$ cat src/gap_buffer_text_store_macros.svh
// Assertion macros shared by the gap buffer text store
`ifndef GAP_BUFFER_TEXT_STORE_MACROS_SVH
`define GAP_BUFFER_TEXT_STORE_MACROS_SVH

`ifndef NO_ASSERTIONS
// Same-cycle implication
`define GBTS_ASSERT_IMPL(label, clk, rst_n, ante, cons) \
	label: assert property (@(posedge clk) disable iff (!rst_n) (ante) |-> (cons)) \
		else $error("gap buffer assertion failed");
// Next-cycle implication
`define GBTS_ASSERT_NEXT(label, clk, rst_n, ante, cons) \
	label: assert property (@(posedge clk) disable iff (!rst_n) (ante) |=> (cons)) \
		else $error("gap buffer assertion failed");
`else
`define GBTS_ASSERT_IMPL(label, clk, rst_n, ante, cons)
`define GBTS_ASSERT_NEXT(label, clk, rst_n, ante, cons)
`endif

`endif

$ cat src/gbts_pkg.sv
package gbts_pkg;

	localparam logic [7:0] NEWLINE = 8'd10;

	// Operation codes
	localparam logic [3:0] OP_PUT_BYTE   = 4'd0;
	localparam logic [3:0] OP_DELETE     = 4'd1;
	localparam logic [3:0] OP_BACKSPACE  = 4'd2;
	localparam logic [3:0] OP_MOVE_REL   = 4'd3;
	localparam logic [3:0] OP_MOVE_TO    = 4'd4;
	localparam logic [3:0] OP_LINE_MOVE  = 4'd5;
	localparam logic [3:0] OP_GOTO_LINE  = 4'd6;
	localparam logic [3:0] OP_READ       = 4'd7;
	localparam logic [3:0] OP_LINE_START = 4'd8;
	localparam logic [3:0] OP_LINE_END   = 4'd9;

	// Status codes
	localparam logic [1:0] ST_DONE     = 2'd0;
	localparam logic [1:0] ST_BOUNDARY = 2'd1;
	localparam logic [1:0] ST_FULL     = 2'd2;

	// Datapath commands issued by the controller
	typedef enum logic [4:0] {
		CMD_NONE,
		CMD_LOAD,
		CMD_DISPATCH,
		CMD_SHIFT_RD,
		CMD_SHIFT_WR,
		CMD_INS,
		CMD_DEL,
		CMD_BS_RD,
		CMD_BS_EV,
		CMD_RD_BACK,
		CMD_BACK_STEP,
		CMD_BACK_END,
		CMD_RD_CUR,
		CMD_FWD_STEP,
		CMD_RD_PTR,
		CMD_CNT_STEP,
		CMD_TARGET,
		CMD_SOL_END,
		CMD_PTR_INC,
		CMD_EOL_END,
		CMD_PLACE_INIT,
		CMD_PLACE_STEP,
		CMD_RD_POS,
		CMD_READ_END
	} cmd_t;

	// Datapath status seen by the controller
	typedef struct packed {
		logic [3:0] op;
		logic       full;
		logic       at_end;
		logic       at_start;
		logic       gap_move;
		logic       step_pos;
		logic       pos_ge_len;
		logic       ptr_zero;
		logic       ptr_ge_len;
		logic       ptr_ge_cur;
		logic       sol_done;
		logic       rd_nl;
	} status_t;

endpackage

$ cat src/gbts_ctrl.sv
module gbts_ctrl import gbts_pkg::*; (
	input  logic    clk,
	input  logic    arst_n,
	input  logic    in_valid,
	output logic    in_ready,
	output logic    out_valid,
	input  logic    out_ready,
	input  status_t st,
	output cmd_t    cmd
);

	typedef enum logic [4:0] {
		S_IDLE,
		S_DISPATCH,
		S_SHIFT_CHK,
		S_SHIFT_RD,
		S_SHIFT_WR,
		S_EDIT,
		S_BS_EV,
		S_BACK_CHK,
		S_BACK_EV,
		S_FWD_CHK,
		S_FWD_EV,
		S_CNT_CHK,
		S_CNT_EV,
		S_TARGET,
		S_SOL_CHK,
		S_SOL_EV,
		S_EOL_CHK,
		S_EOL_EV,
		S_PLACE_INIT,
		S_PLACE_CHK,
		S_PLACE_EV,
		S_READ_RD,
		S_READ_EV,
		S_DONE
	} state_t;

	state_t state_q, state_d;

	assign in_ready  = state_q == S_IDLE;
	assign out_valid = state_q == S_DONE;

	// Sequence the datapath through each operation
	always_comb begin
		cmd     = CMD_NONE;
		state_d = state_q;
		unique case (state_q)
			S_IDLE:
				if (in_valid) begin
					cmd     = CMD_LOAD;
					state_d = S_DISPATCH;
				end
			S_DISPATCH: begin
				cmd = CMD_DISPATCH;
				unique case (st.op) inside
					OP_PUT_BYTE:             state_d = st.full ? S_DONE : S_SHIFT_CHK;
					OP_DELETE:               state_d = st.at_end ? S_DONE : S_SHIFT_CHK;
					OP_BACKSPACE:            state_d = st.at_start ? S_DONE : S_SHIFT_CHK;
					OP_MOVE_REL, OP_MOVE_TO: state_d = S_PLACE_INIT;
					OP_LINE_MOVE:            state_d = st.step_pos ? S_CNT_CHK : S_SOL_CHK;
					OP_GOTO_LINE:            state_d = S_SOL_CHK;
					OP_READ:                 state_d = st.pos_ge_len ? S_DONE : S_READ_RD;
					OP_LINE_START:           state_d = S_BACK_CHK;
					OP_LINE_END:             state_d = S_FWD_CHK;
					default:                 state_d = S_DONE;
				endcase
			end
			S_SHIFT_CHK:
				state_d = st.gap_move ? S_SHIFT_RD : S_EDIT;
			S_SHIFT_RD: begin
				cmd     = CMD_SHIFT_RD;
				state_d = S_SHIFT_WR;
			end
			S_SHIFT_WR: begin
				cmd     = CMD_SHIFT_WR;
				state_d = S_SHIFT_CHK;
			end
			S_EDIT:
				unique case (st.op) inside
					OP_PUT_BYTE: begin
						cmd     = CMD_INS;
						state_d = S_DONE;
					end
					OP_DELETE: begin
						cmd     = CMD_DEL;
						state_d = S_DONE;
					end
					default: begin
						cmd     = CMD_BS_RD;
						state_d = S_BS_EV;
					end
				endcase
			S_BS_EV: begin
				cmd     = CMD_BS_EV;
				state_d = st.rd_nl ? S_BACK_CHK : S_DONE;
			end
			S_BACK_CHK:
				if (st.ptr_zero) begin
					cmd     = CMD_BACK_END;
					state_d = S_DONE;
				end else begin
					cmd     = CMD_RD_BACK;
					state_d = S_BACK_EV;
				end
			S_BACK_EV:
				if (st.rd_nl) begin
					cmd     = CMD_BACK_END;
					state_d = S_DONE;
				end else begin
					cmd     = CMD_BACK_STEP;
					state_d = S_BACK_CHK;
				end
			S_FWD_CHK:
				if (st.at_end) begin
					state_d = S_DONE;
				end else begin
					cmd     = CMD_RD_CUR;
					state_d = S_FWD_EV;
				end
			S_FWD_EV:
				if (st.rd_nl) begin
					state_d = S_DONE;
				end else begin
					cmd     = CMD_FWD_STEP;
					state_d = S_FWD_CHK;
				end
			S_CNT_CHK:
				if (st.ptr_ge_len) begin
					state_d = S_TARGET;
				end else begin
					cmd     = CMD_RD_PTR;
					state_d = S_CNT_EV;
				end
			S_CNT_EV: begin
				cmd     = CMD_CNT_STEP;
				state_d = S_CNT_CHK;
			end
			S_TARGET: begin
				cmd     = CMD_TARGET;
				state_d = S_SOL_CHK;
			end
			S_SOL_CHK:
				if (st.sol_done || st.ptr_ge_len) begin
					cmd     = CMD_SOL_END;
					state_d = (st.op == OP_GOTO_LINE) ? S_PLACE_INIT : S_EOL_CHK;
				end else begin
					cmd     = CMD_RD_PTR;
					state_d = S_SOL_EV;
				end
			S_SOL_EV: begin
				cmd     = CMD_CNT_STEP;
				state_d = S_SOL_CHK;
			end
			S_EOL_CHK:
				if (st.ptr_ge_len) begin
					cmd     = CMD_EOL_END;
					state_d = S_PLACE_INIT;
				end else begin
					cmd     = CMD_RD_PTR;
					state_d = S_EOL_EV;
				end
			S_EOL_EV:
				if (st.rd_nl) begin
					cmd     = CMD_EOL_END;
					state_d = S_PLACE_INIT;
				end else begin
					cmd     = CMD_PTR_INC;
					state_d = S_EOL_CHK;
				end
			S_PLACE_INIT: begin
				cmd     = CMD_PLACE_INIT;
				state_d = S_PLACE_CHK;
			end
			S_PLACE_CHK:
				if (st.ptr_ge_cur) begin
					state_d = S_DONE;
				end else begin
					cmd     = CMD_RD_PTR;
					state_d = S_PLACE_EV;
				end
			S_PLACE_EV: begin
				cmd     = CMD_PLACE_STEP;
				state_d = S_PLACE_CHK;
			end
			S_READ_RD: begin
				cmd     = CMD_RD_POS;
				state_d = S_READ_EV;
			end
			S_READ_EV: begin
				cmd     = CMD_READ_END;
				state_d = S_DONE;
			end
			S_DONE:
				if (out_ready)
					state_d = S_IDLE;
			default:
				state_d = S_IDLE;
		endcase
	end

	// Hold state
	always_ff @(posedge clk or negedge arst_n) begin
		if (!arst_n)
			state_q <= S_IDLE;
		else
			state_q <= state_d;
	end

endmodule

$ cat config.mk
export PLATFORM = sky130hd
export DESIGN_NAME = gbts_ctrl
export DESIGN_NICKNAME = d
export VERILOG_FILES = /design/src/gap_buffer_text_store_macros.svh /design/src/gbts_pkg.sv /design/src/gbts_ctrl.sv
export SDC_FILE = /design/constraint.sdc
export NUM_CORES = 1
export LEC_CHECK = 0
export BUFFER_PORTS_ARGS = -buffer_cell sky130_fd_sc_hd__buf_2
export CAP_MARGIN = 5
export CORE_AREA = 3 3 62 47
export CTS_BUF_LIST = sky130_fd_sc_hd__clkbuf_8 sky130_fd_sc_hd__clkbuf_16
export DETAILED_ROUTE_END_ITERATION = 6
export DIE_AREA = 0 0 65 50
export HOLD_SLACK_MARGIN = 0.1
export PLACE_DENSITY = 0.77
export SYNTH_ARGS = -nofsm -noshare
export SYNTH_HDL_FRONTEND = slang
export SYNTH_SLANG_ARGS = --single-unit
$ cat constraint.sdc
create_clock -name clk -period 3 [get_ports clk]
set_input_delay 0.9 -clock clk [delete_from_list [all_inputs] [get_ports clk]]
set_output_delay 0.9 -clock clk [all_outputs]
set_load 0.005 [all_outputs]
# After elaboration in Yosys (flattened, before gate mapping)
# Index checks and enable logic that the tools add are counted.
# W data, S select, Z words.
# word_totals
input_bits	19
regBits	5
out_inout_bits	7
rom_bits	0
latch_bits	0
mem_bits_rw	0
n_memories	0
wordCells	78
# op_classes
bitwise	0
eq_ne	34
order_cmp	0
multipliers	0
addsub	0
div_mod_pow	0
mux	34
shift	0
n_reduce_logical	9
# op_table
cell	n
$pmux W5 S22	1
$pmux W5 S21	1
$mux W5	14
$pmux W5 S9	1
$eq A5 B4 Y1 const B	8
$eq A5 B5 Y1 const B	8
$eq A5 B3 Y1 const B	4
$eq A4 B3 Y1 const B	4
$mux W4	4
$mux W2	6
$eq A5 B2 Y1 const B	2
$reduce_or A2 Y1	5
$eq A4 B2 Y1 const B	2
$eq A4 B4 Y1 const B	2
$mux W3	2
$eq A5 B1 Y1 const B	1
$logic_not A5 Y1	1
$eq A4 B1 Y1 const B	1
$logic_not A4 Y1	1
$mux W1	4
$pmux W2 S2	1
$ne A2 B1 Y1 const B	1
$ne A2 B2 Y1 const B	1
$reduce_and A2 Y1	1
$logic_or A1 B1 Y1	1

# Longest topological paths before layout
# Gate-level depths: netlist of the first run.
# logic_depth
depth_word	4
mapped_depth	7
ltp_nobuf	5

# Worst setup path before layout of the first run
# No wires, ideal clock.
# synth_timing
kind	input -> output
startpoint	in st[3] (netlist bit)
endpoint	out cmd[1]
required_ns	2.100
n_path_buf	1
path_slack_ns	0.179
stages	5
t_arrival_ns	1.921
cell_sequence	clkbuf_1 -> inv_1 -> o2111ai_2 -> nand3_1 -> or4_1
# synth_via
elab_chain_len	3
word_cells_on_any_way	4
classes_between	mux: 3; reduce/logical: 1
# synth_rtl
element	line_no	rtl
start: declaration	gbts_ctrl.sv:8	input status_t st,
$logic_or A1 B1 Y1	gbts_ctrl.sv:144	if (st.sol_done || st.ptr_ge_len) begin
$mux W5	gbts_ctrl.sv:144	
$pmux W5 S21 *	gbts_ctrl.sv:48	unique case (state_q)
end: declaration	gbts_ctrl.sv:9	output cmd_t cmd
# Mark *: on every way between the ends. The rest lies on a longest branch, timed or not.

# Worst setup path after layout of the first run
# layout_timing
startpoint	reg state_q[1]
endpoint	out cmd[1]
# layout_via
elab_chain_len	3
word_cells_on_any_way	24
classes_between	eq/ne: 21; mux: 1; reduce/logical: 2
# layout_rtl
element	line_no	rtl
start: declaration	gbts_ctrl.sv:39	state_t state_q, state_d;
start signal: assignment	gbts_ctrl.sv:207	state_q <= state_d;
$eq A5 B4 Y1	gbts_ctrl.sv:48	
$reduce_or A2 Y1 (no source line)	--	
$pmux W5 S21 *	gbts_ctrl.sv:48	
# Marks and branches as above.

==> impl_metrics.toml, run 1 <==
[floorplan]
fp.dieArea_um2 = 3250
chipHeight_um = 50
fp.dieW_um = 65
initial_core_util_pct = 52.8
core_area_um2 = 2380
rows = 15
ioPinCount = 26

[finish]
fin_util_pct = 60.3
layout-drive-gt1-share_pct = 25.6
nFillCells = 235
area_growth_pct = 14.2
largest_reg_flops = 5
antennaDiodeCount = 0
largest-register = "state_q"
reg_top3 = "state_q (5)"
nets = 231

[critical_path]
cp_slowest_stage_delay_ns = 0.52
r2r_slack_ns = 1.18
required_ns = 2.10
slowest_stage = "or4_1"
r2r-end = "state_q[0]"
endpoint_kind = "output port"
worstPathCellList = "buf_4 -> and2_1 -> nand4_1 -> a21oi_1 -> or4_1 -> buf_2"
crit_cells = 6
path_max_fanout = 18
crit_end = "cmd[1]"
reg2reg_from = "state_q[2]"
crit_buf_inv = 2
reg2regPathDepth = 6
worstSetupStartpointType = "register"
cp.arrival_ns = 2.03
critical_path_class = "reg2out"
crit_path_start = "state_q[1]"
path_delay_family = "simple AND/OR/NAND/NOR gates"

[yosys]
synthAdderAreaFrac_pct = 0
synth-compound-area-share_pct = 36.2
synth_top_area_share_pct = 9.94
synth_top_family_by_area = "simple AND/OR/NAND/NOR gates"
synth_area_leader_cell = "dfrtp_1"
syn_area_per_cell_um2 = 6.59
synth_xor_area_share_pct = 1.39
synth_nets = 210
syn_area_um2 = 1260
synth_edf_count = 0
synth_cells = 191
synthFlopType = "dfrtp_1"
synthTopCellsByArea = "dfrtp_1 (9.9%), a21oi_1 (6.8%), nor2_1 (5.1%), nand2_1 (4.5%), nand3_1 (4.4%)"
synthDistinctLibCells = 56
muxShareOfSynthArea_pct = 2.39
yosys.area_share.simple_pct = 36.8
yosysWarnings = 0
seq_area_frac_synth_pct = 9.94
synth-seq-cells = 5
synth_common_cells = "a21oi_1 (17), nor2_1 (17), nand2_1 (15), nand3_1 (11)"
async_reset_ff_share_pct = 100

[cts]
clk_pin_slew_ns = 0.04
cts-root-buf = "clkbuf_8"
postCtsSetupBuffers = 0
cts_sinks = 5
postCtsHoldBufs = 0
cts_max_level = 1
clk_path_buf_depth = 2
cts-buffers-inserted = 3
cts_resized = 0
clk_latency_ns = 0.22
cts_tree = "built"

[power_and_ir_drop]
ir_drop_uv = 657
powerDensity_nw_per_um2 = 846
p_leak_nw = 0.591

[placed_design]
routabilityCongestion = 1.01
portBuffers = 25
dp.final_hpwl_um = 3080

[timing]
max_freq_ghz = 0.341
fin_tns_setup_ns = 0
fin_crit_ns = 2.93
fin_crit_sh_pct = 97.6
slew_headroom_pct = 52.2
slew_viol_final = 0
skew_ns = 0.00526
hold_viol = 0
worstMarginPinSlew_ns = 0.715
setup_viol = 0
worst_hold_slack_ns = 0.483
rsz0062_at_grt = "false"

[global_routing]
grt_max_degree = 23
grt_first_pass_wirelength_um = 6440
grt_pass1_vias = 1401
antenna_found_initial = 0
grt_usage_pct = 24.6
overflow = 0

[detailed_routing]
drtIter0Drc = 191
drt_wl_total_um = 4030
via_count = 1592
vias_per_cell = 6.50
ant_nets = 0
drt_pass1_iterations = 5
avgRoutedWirePerCell_um = 16.4
drc = 0

[worst_hold_path]
holdCritPathClass = "in2async"

[run]
cap_violations = 0

[run_status]
status = "completed"
routing by layer:
layer / vias up / part of all wire, % / global-route usage (%)
li1: 755 / - / -
met1: 721 / 40 / 33.3
met2: 106 / 45 / 38.7
met3: 10 / 13 / 7.06
met4: 0 / 1.2 / 5.26
met5: - / 0 / 0
cell type report:
| class | instances | area (um2) | area share (%) |
|---|---|---|---|
| Tap cell | 34 | 42.5 | 2.96 |
| Multi-Input combinational cell | 156 | 973 | 67.7 |
| Inverter | 10 | 40.0 | 2.79 |
| Sequential cell | 5 | 129 | 8.96 |
| Timing Repair Buffer | 36 | 208 | 14.4 |
| Clock inverter | 1 | 3.75 | 0.261 |
| Clock buffer | 3 | 41.3 | 2.87 |
where the power goes:
part	internal, mW	switching [mW]
clock	0.0876	0.0320
combinational	0.382	0.512
sequential	0.100	0.102
cells by family after synthesis:
| logic type | count (synthesis) |
|---|---|
| and+or+nand+nor | 84 |
| AOI/OAI and AO/OA | 67 |
| buffers and inverters | 30 |
| DFF | 5 |
| muxes | 3 |
| xor gates and xnor gates | 2 |
worst min path at each step:
stage,endpoint
finish,state_q[1]
global route,state_q[1]
detailed placement,state_q[3]
CTS,state_q[2]
floorplan,state_q[0]
global placement,state_q[3]
cells in the final DEF, fill, tap and decap left out, types with 4 or more instances in the layout:
| cell type | count |
|---|---|
| buf_2 | 25 |
| a21oi_1 | 17 |
| nor2_1 | 16 |
| nand2_1 | 15 |
| nand3_1 | 11 |
| buf_4 | 11 |
| inv_1 | 9 |
| o21ai_0 | 8 |
| nor2b_1 | 6 |
| o22ai_1 | 6 |
| nand3b_1 | 6 |
| o211ai_1 | 5 |
| nand4_1 | 4 |
per-stage QoR:
| step | std cells | setup WS [ns] | power [mW] | instance area [um2] |
|---|---|---|---|---|
| final | 245 | 0.0710 | 1.22 | 1440 |
| after detailed placement | 241 | 0.0157 | 1.06 | 1380 |
| after global routing | 245 | 0.00265 | 1.31 | 1440 |
| after floorplan | 191 | 0.179 | 0.857 | 1260 |
| after CTS | 245 | 0.0152 | 1.18 | 1430 |
| after global placement | 241 | 0.0497 | 1.03 | 1380 |
(Power assumes the default switching activity.)
==> run 2: changes to the inputs <==
CORE_AREA = 3 3 68 51   (was 3 3 62 47)
DIE_AREA = 0 0 71 54   (was 0 0 65 50)
PLACE_DENSITY = 0.66   (was 0.77)
==> impl_metrics.toml, run 2 (synthesis results as in run 1) <==
[detailed_routing]
drtIter0Drc = 121
vias_per_cell = 6.08
ant_nets = 0
avgRoutedWirePerCell_um = 14.8
drc = 0
via_count = 1531
drt_pass1_iterations = 4
drt_wl_total_um = 3730

[finish]
fin_util_pct = 53.3
reg_top3 = "state_q (5)"
largest-register = "state_q"
final_cell_mix = "buf_2 (25), nor2_1 (17), a21oi_1 (17)"
area_growth_pct = 18.7
final_common_cell = "buf_2"
layout-drive-gt1-share_pct = 25.9
fin_cells = 252
nets = 236
largest_reg_flops = 5
nFillCells = 303
antennaDiodeCount = 0
regArea_um2 = 128
multi_input_area_um2 = 966

[floorplan]
fp.dieArea_um2 = 3830
ioPinCount = 26
rows = 16
fp.dieW_um = 71
initial_core_util_pct = 44.9
chipHeight_um = 54
core_area_um2 = 2800

[global_routing]
grt_usage_pct = 19.5
overflow = 0
antenna_found_initial = 0
grt_pass1_vias = 1224
grt_first_pass_wirelength_um = 6000
grt_max_degree = 28

[timing]
max_freq_ghz = 0.344
fin_crit_ns = 2.91
slew_headroom_pct = 71.7
skew_ns = 0.00199
slew_viol_final = 0
setup_viol = 0
hold_viol = 0
rsz0062_at_grt = "false"
worstMarginPinSlew_ns = 0.424
fin_tns_setup_ns = 0
fin_crit_sh_pct = 96.9

[cts]
clk_path_buf_depth = 2
cts-buffers-inserted = 3
cts_tree = "built"
cts_max_level = 1
clk_latency_ns = 0.22
cts_sinks = 5
cts_resized = 0
postCtsSetupBuffers = 0
cts-root-buf = "clkbuf_8"
postCtsHoldBufs = 0
clk_pin_slew_ns = 0.04

[critical_path]
worstPathCellList = "buf_12 -> and2_1 -> nand4_1 -> a21oi_1 -> or4_1 -> buf_2"
slowest_stage = "or4_1"
critical_path_class = "reg2out"
endpoint_kind = "output port"
path_max_fanout = 27
cp.arrival_ns = 2.01
crit_buf_inv = 2
worstSetupStartpointType = "register"
path_delay_family = "simple AND/OR/NAND/NOR gates"
required_ns = 2.10
cp_slowest_stage_delay_ns = 0.54

[placed_design]
portBuffers = 25
placed_cells = 248
routabilityCongestion = 0.954
dp.final_hpwl_um = 2950

[run_status]
status = "completed"

[run]
cap_violations = 0

[power_and_ir_drop]
ir_drop_uv = 453
p_leak_nw = 0.626
powerDensity_nw_per_um2 = 841

[worst_hold_path]
holdCritPathClass = "in2async"
run 2: cell types whose count changed in the layout (fill, tap and decap cells not counted), sizes merged:
cell	previous run	this run
buf	36	41
run 2: routing by layer:
layer	vias up	share of wire, %	GRT usage (%)
met3	2	11	4.66
met1	688	48	28.3
li1	768	-	-
met4	0	0.24	1.56
met5	-	0	0
met2	73	41	30.3
run 2: cell type report:
class / instances / area share (%)
Multi-Input combinational cell: 156 / 64.7
Timing Repair Buffer: 41 / 18.1
Sequential cell: 5 / 8.54
Tap cell: 36 / 3.02
Clock buffer: 3 / 2.76
Inverter: 10 / 2.68
Clock inverter: 1 / 0.251
run 2: report_power, final:
| part | total [mW] | internal (mW) | leakage, nW | switching, mW |
|---|---|---|---|---|
| sequential | 0.184 | 0.0990 | 0.0573 | 0.0854 |
| clock | 0.119 | 0.0876 | 0.0269 | 0.0316 |
| combinational | 0.952 | 0.432 | 0.542 | 0.520 |
| total | 1.26 | 0.619 | 0.626 | 0.637 |
run 2: worst paths after layout:
kind	start	end	slack, ns	cells past startpoint
setup reg to reg	state_q[0]	state_q[4]	0.99	7
min in group clk	state_q[4]	state_q[3]	0.65	1
max in group asynchronous	arst_n	state_q[1]	2.38	1
hold reg to reg	state_q[4]	state_q[3]	0.65	1
setup / recovery	state_q[1]	cmd[1]	0.09	6
hold / removal	arst_n	state_q[0]	0.48	1
run 2: stage by stage:
step	instance area (um2)	hold WS (ns)	total power [mW]	worst slack [ns]
floorplan	1260	0.604	0.857	0.179
global placement	1450	0.634	1.12	0.0586
detailed placement	1450	0.652	1.12	0.0473
CTS	1490	0.484	1.24	0.0479
global route	1490	0.485	1.36	0.0308
finish	1490	0.484	1.26	0.0936
